## config.mk

```make
export PLATFORM = sky130hd
export DESIGN_NAME = rrb_ctrl
export DESIGN_NICKNAME = d
export VERILOG_FILES = /design/src/rtl/rrb_pkg.sv /design/src/rtl/rrb_ctrl.sv
export SDC_FILE = /design/constraint.sdc
export NUM_CORES = 1
export LEC_CHECK = 0
export ABC_AREA = 1
export BUFFER_PORTS_ARGS = -buffer_cell sky130_fd_sc_hd__buf_2
export CAP_MARGIN = 20
export CORE_AREA = 8 8 45 47
export DETAILED_ROUTE_END_ITERATION = 7
export DIE_AREA = 0 0 53 55
export GPL_ROUTABILITY_DRIVEN = 0
export PLACE_DENSITY = 0.57
export SLEW_MARGIN = 0
export SYNTH_ARGS = -nofsm -noshare
export SYNTH_HDL_FRONTEND = slang
export SYNTH_SLANG_ARGS = --single-unit
export TNS_END_PERCENT = 10
```

## constraint.sdc

```tcl
create_clock -name clk -period 0.9 [get_ports clk]
set_input_delay 0.09 -clock clk [delete_from_list [all_inputs] [get_ports clk]]
set_output_delay 0.09 -clock clk [all_outputs]
set_load 0.005 [all_outputs]
```

## src/rtl/rrb_pkg.sv

```systemverilog
// ----------------------------------------------------------------------------
// rrb_pkg
// Shared types, codes and constants of the request reorder unit.
// ----------------------------------------------------------------------------
package rrb_pkg;

	localparam int SLOTS_DEF    = 16;
	localparam int WINDOW_DEF   = 16;
	localparam int SEQ_BITS_DEF = 16;
	localparam int MAX_RESULTS  = 16;

	// backpressure thresholds, in tenths of capacity
	localparam int PRESS_DEN = 10;
	localparam int PRESS_HI  = 9;
	localparam int PRESS_LO  = 7;

	localparam logic [4:0]  LIMIT_RST = 5'd16;
	localparam logic [4:0]  CONN_RST  = 5'd16;
	localparam logic [15:0] CAP_RST   = 16'd1024;

	typedef enum logic [2:0] {
		KIND_OPEN     = 3'd0,
		KIND_CLOSE    = 3'd1,
		KIND_REQUEST  = 3'd2,
		KIND_COMPLETE = 3'd3,
		KIND_TICK     = 3'd4
	} kind_t;

	typedef enum logic [2:0] {
		STAT_OK      = 3'd0,
		STAT_FULL    = 3'd1,
		STAT_PAUSED  = 3'd2,
		STAT_UNKNOWN = 3'd3,
		STAT_WINDOW  = 3'd4
	} status_t;

	typedef enum logic [1:0] {
		CFG_INFLIGHT = 2'd0,
		CFG_CONN     = 2'd1,
		CFG_CAPACITY = 2'd2
	} cfg_idx_t;

	typedef struct packed {
		logic load;
		logic eval;
		logic apply;
		logic rel_rd;
		logic rel_out;
	} rrb_cmd_t;

	typedef struct packed {
		logic rel_go;
		logic rel_last;
	} rrb_sts_t;

endpackage

```

## src/rtl/rrb_ctrl.sv

```systemverilog
// ----------------------------------------------------------------------------
// rrb_ctrl
// Sequencer: accept, evaluate, apply, then the release loop when a run is due.
// ----------------------------------------------------------------------------
module rrb_ctrl (
	input  logic              clk,
	input  logic              arst_n,
	input  logic              start,
	output logic              busy,
	output rrb_pkg::rrb_cmd_t cmd,
	input  rrb_pkg::rrb_sts_t sts
);

	typedef enum logic [4:0] {
		S_IDLE   = 5'b00001,
		S_EVAL   = 5'b00010,
		S_APPLY  = 5'b00100,
		S_REL_RD = 5'b01000,
		S_REL_OUT = 5'b10000
	} state_t;

	state_t state_q, state_d;

	always_comb begin
		state_d = state_q;
		case (state_q)
			S_IDLE:    if (start) state_d = S_EVAL;
			S_EVAL:    state_d = S_APPLY;
			S_APPLY:   state_d = sts.rel_go ? S_REL_RD : S_IDLE;
			S_REL_RD:  state_d = S_REL_OUT;
			S_REL_OUT: state_d = sts.rel_last ? S_IDLE : S_REL_RD;
			default:   state_d = S_IDLE;
		endcase
	end

	always_ff @(posedge clk or negedge arst_n) begin
		if (!arst_n) begin
			state_q <= S_IDLE;
		end else begin
			state_q <= state_d;
		end
	end

	assign busy        = (state_q != S_IDLE);
	assign cmd.load    = (state_q == S_IDLE) && start;
	assign cmd.eval    = (state_q == S_EVAL);
	assign cmd.apply   = (state_q == S_APPLY);
	assign cmd.rel_rd  = (state_q == S_REL_RD);
	assign cmd.rel_out = (state_q == S_REL_OUT);

	a_accept: assert property (@(posedge clk) disable iff (!arst_n)
		cmd.load |=> state_q == S_EVAL)
		else $error("accepted item did not enter evaluation");
	a_rel_loop: assert property (@(posedge clk) disable iff (!arst_n)
		state_q == S_REL_OUT |=> (state_q == S_REL_RD || state_q == S_IDLE))
		else $error("release step left the loop badly");
	a_rel_entry: assert property (@(posedge clk) disable iff (!arst_n)
		state_q == S_REL_RD |-> ($past(state_q) == S_APPLY || $past(state_q) == S_REL_OUT))
		else $error("release read without apply or prior release");

endmodule

```

==> run_results.csv <==
group,metric,value,unit
outcome,outcome,"finished with violations",
outcome,violations,"setup timing",
clocking,clock_sinks,5,
timing,period_minus_slack,1320,ps
critical_path,cp_max_fo,4,
grt,grt_pass1_vias,344,
clocking,cts-root-buf,"clkbuf_4",
placement,portBuffers,10,
synth,syn_nets,47,
route,viasPerCell,4.10,
timing,clock.fmax,760,MHz
synth,synthDominantCellAreaShare,0.328,
synth,synthCells,42,
synth,synth_area,305,um2
final_layout,drive_above_1_share,0.537,
clocking,cts_buffer_depth,2,
pwr,power_density,2650,mW/mm2
floorplan,initial_utilization,0.221,
floorplan,die_x,53,um
floorplan,rows,14,
route,wire_per_inst,9.45,um
critical_path,cp-startpoint,"state_q[0]",
grt,antenna_found_initial,0,
final_layout,area_growth,73.4,%
final_layout,nets,73,
critical_path,critPathCaptureType,"output port",
critical_path,cp_slowest_stage_delay,580,ps
pwr,ir_drop,1.50,mV
critical_path,crit_required,810,ps
critical_path,worstReg2RegStart,"state_q[0]",
grt,grt_overflow,0,
timing,max-slew-margin-rel,0.879,
route,first_iter_violations,1,
route,first_pass_iters,2,
floorplan,die_y,55,um
route,ant_nets,0,
job,drv_cap,0,
synth,avgSynthCellArea,7.27,um2
worst_hold_path,hold_depth,2,
synth,synthTopCellsByArea,"dfrtp_1 33%, nor2_2 10%, nand2_1 9.8%, nor2_1 9.8%, dfstp_2 8.6%",
final_layout,antenna_cells,0,
timing,hold_violations,0,
synth,synth_cell_types,13,
critical_path,r2r_end,"state_q[0]",
floorplan,boundaryPins,11,
timing,worstMarginPinSlew,182,ps
floorplan,core_area,0.00138,mm2
route,drt_wl_total,784,um
clocking,htreeDepth,1,
grt,grt_pass1_wl,1290,um
final_layout,regMostFlops,"state_q",
worst_hold_path,worstHoldStart,"sts[0]",
critical_path,crit_chain,"nand4_4 -> nor2_4 -> nor2_1 -> buf_2",
critical_path,critPathLaunchType,"flip-flop",
placement,hpwl,601,um
timing,finClkSkew,0.118,ps
route,vias,340,
critical_path,reg2reg_depth,6,
timing,slew_violations,0,
worst_hold_path,whs_endpoint,"state_q[3]",
timing,rsz0062_at_grt,"true",
synth,synth-seq-cells,5,
critical_path,crit_buf_inv,1,
grt,track_usage,0.0603,
final_layout,fill_cells,144,
synth,ys_seq_area_frac,0.414,
route,drc,0,
clocking,cts_tree,"done",
clocking,numCtsBuffers,3,
clocking,cts.clk_slew.worst_paths,40,ps
timing,worst_slack,-416,ps
synth,synth_top_cell_by_area,"dfrtp_1",
clocking,clock_latency,230,ps
critical_path,worstPathArrival,1230,ps
final_layout,final_common_cell,"buf_2",
final_layout,reg_top3,"state_q (5)",
critical_path,path_class,"flip-flop to output port",
critical_path,reg2reg_slack,-310,ps
final_layout,final_cell_mix,"10 x buf_2, 9 x buf_4, 7 x nor2_1, 7 x nand2_1, 6 x inv_1",
final_layout,largest_reg_flops,5,
final_layout,utilization,0.382,
worst_hold_path,hold_class,"primary input to flip-flop",
critical_path,cp_top_family,"flip-flops",
final_layout,postLayoutCellArea,529,um2
timing,post-route-period-util,1.46,
pwr,p_leak,0.000297,uW
timing,setup_violations,11,
critical_path,crit_slowest_cell,"dfstp_2",
floorplan,die_area,0.00292,mm2
grt,grt_max_degree,6,
synth,yosysWarnings,0,
placement,placed_cell_area,429,um2
-- where the power goes --
group	internal (uW)	leakage, uW	switching [uW]
combinational	382	0.000217	379
clock	167	0.0000150	80.4
sequential	307	0.0000646	86.0
-- worst register-to-register path, delay by kind of cell, from the launching register on --
| family | cells | cell delay [ps] |
|---|---|---|
| and+or+nand+nor | 5 | 460 |
| DFF | 1 | 580 |
| buffers and inverters | 1 | 120 |
-- stage by stage --
stage          power [uW]  setup WS (ps)  TNS [ps]  hold WS, ps  instances
4_1_cts              1370           -413     -3150         53.5         82
3_3_place_gp          985           -201     -1360        -92.2         73
5_1_grt              1540           -492     -3950         66.5         83
6_report             1400           -416     -3120         53.9         83
3_5_place_dp          979           -190     -1340        -90.5         73
2_1_floorplan         798          -89.1      -317         -206         42
-- layout make-up --
| class | count | area, um2 | share of cell area |
|---|---|---|---|
| timing repair buffer | 21 | 139 | 0.262 |
| sequential | 5 | 126 | 0.239 |
| tap | 16 | 20.0 | 0.0378 |
| multi-input combinational | 29 | 188 | 0.355 |
| inverter | 8 | 30.0 | 0.0567 |
| clock buffer | 4 | 26.3 | 0.0496 |
-- worst max-delay path by stage --
stage | end | slack (ps) | cells after the start
2_1_floorplan | state_q[1] | -90 | 4
3_3_place_gp | cmd[4] | -200 | 5
3_5_place_dp | cmd[4] | -190 | 5
4_1_cts | cmd[4] | -410 | 5
5_1_grt | cmd[2] | -490 | 6
6_report | cmd[4] | -420 | 4
-- kinds of logic (layout without fill, tap and decap cells) --
| kind of cell | count (synthesis) | count (layout) | share of synthesized area |
|---|---|---|---|
| flip-flops | 5 | 5 | 0.414 |
| AO/OA/AOI/OAI | 1 | 1 | 0.0164 |
| AND/OR/NAND/NOR | 28 | 28 | 0.471 |
| buffers and inverters | 8 | 33 | 0.0984 |
-- layer usage --
| layer | part of all wire | GRT usage |
|---|---|---|
| met5 | 0 | 0 |
| met1 | 0.39 | 0.0537 |
| met3 | 0.10 | 0.0401 |
| met2 | 0.51 | 0.105 |
| met4 | 0.0064 | 0.0259 |
-- Yosys cell counts --
cell type and instances:
nand3_1 2, o21ai_0 1, nor2_2 5, nor2_1 8, nand2_1 8, nand4_2 1
inv_2 1, dfrtp_1 4, nand4_1 2, or2_1 1, inv_1 7, dfstp_2 1
nor2_4 1
-- timing repair --
action / in CTS / in global routing
gates resized for setup: 6 / 1
hold buffers: 1 / 0
endpoints found under the hold margin: 5 / 0
pin swaps: 3 / 3
buffers inserted: 4 / 1
endpoints found under the setup margin: 11 / 11
Power figures use the tool's default switching activity.
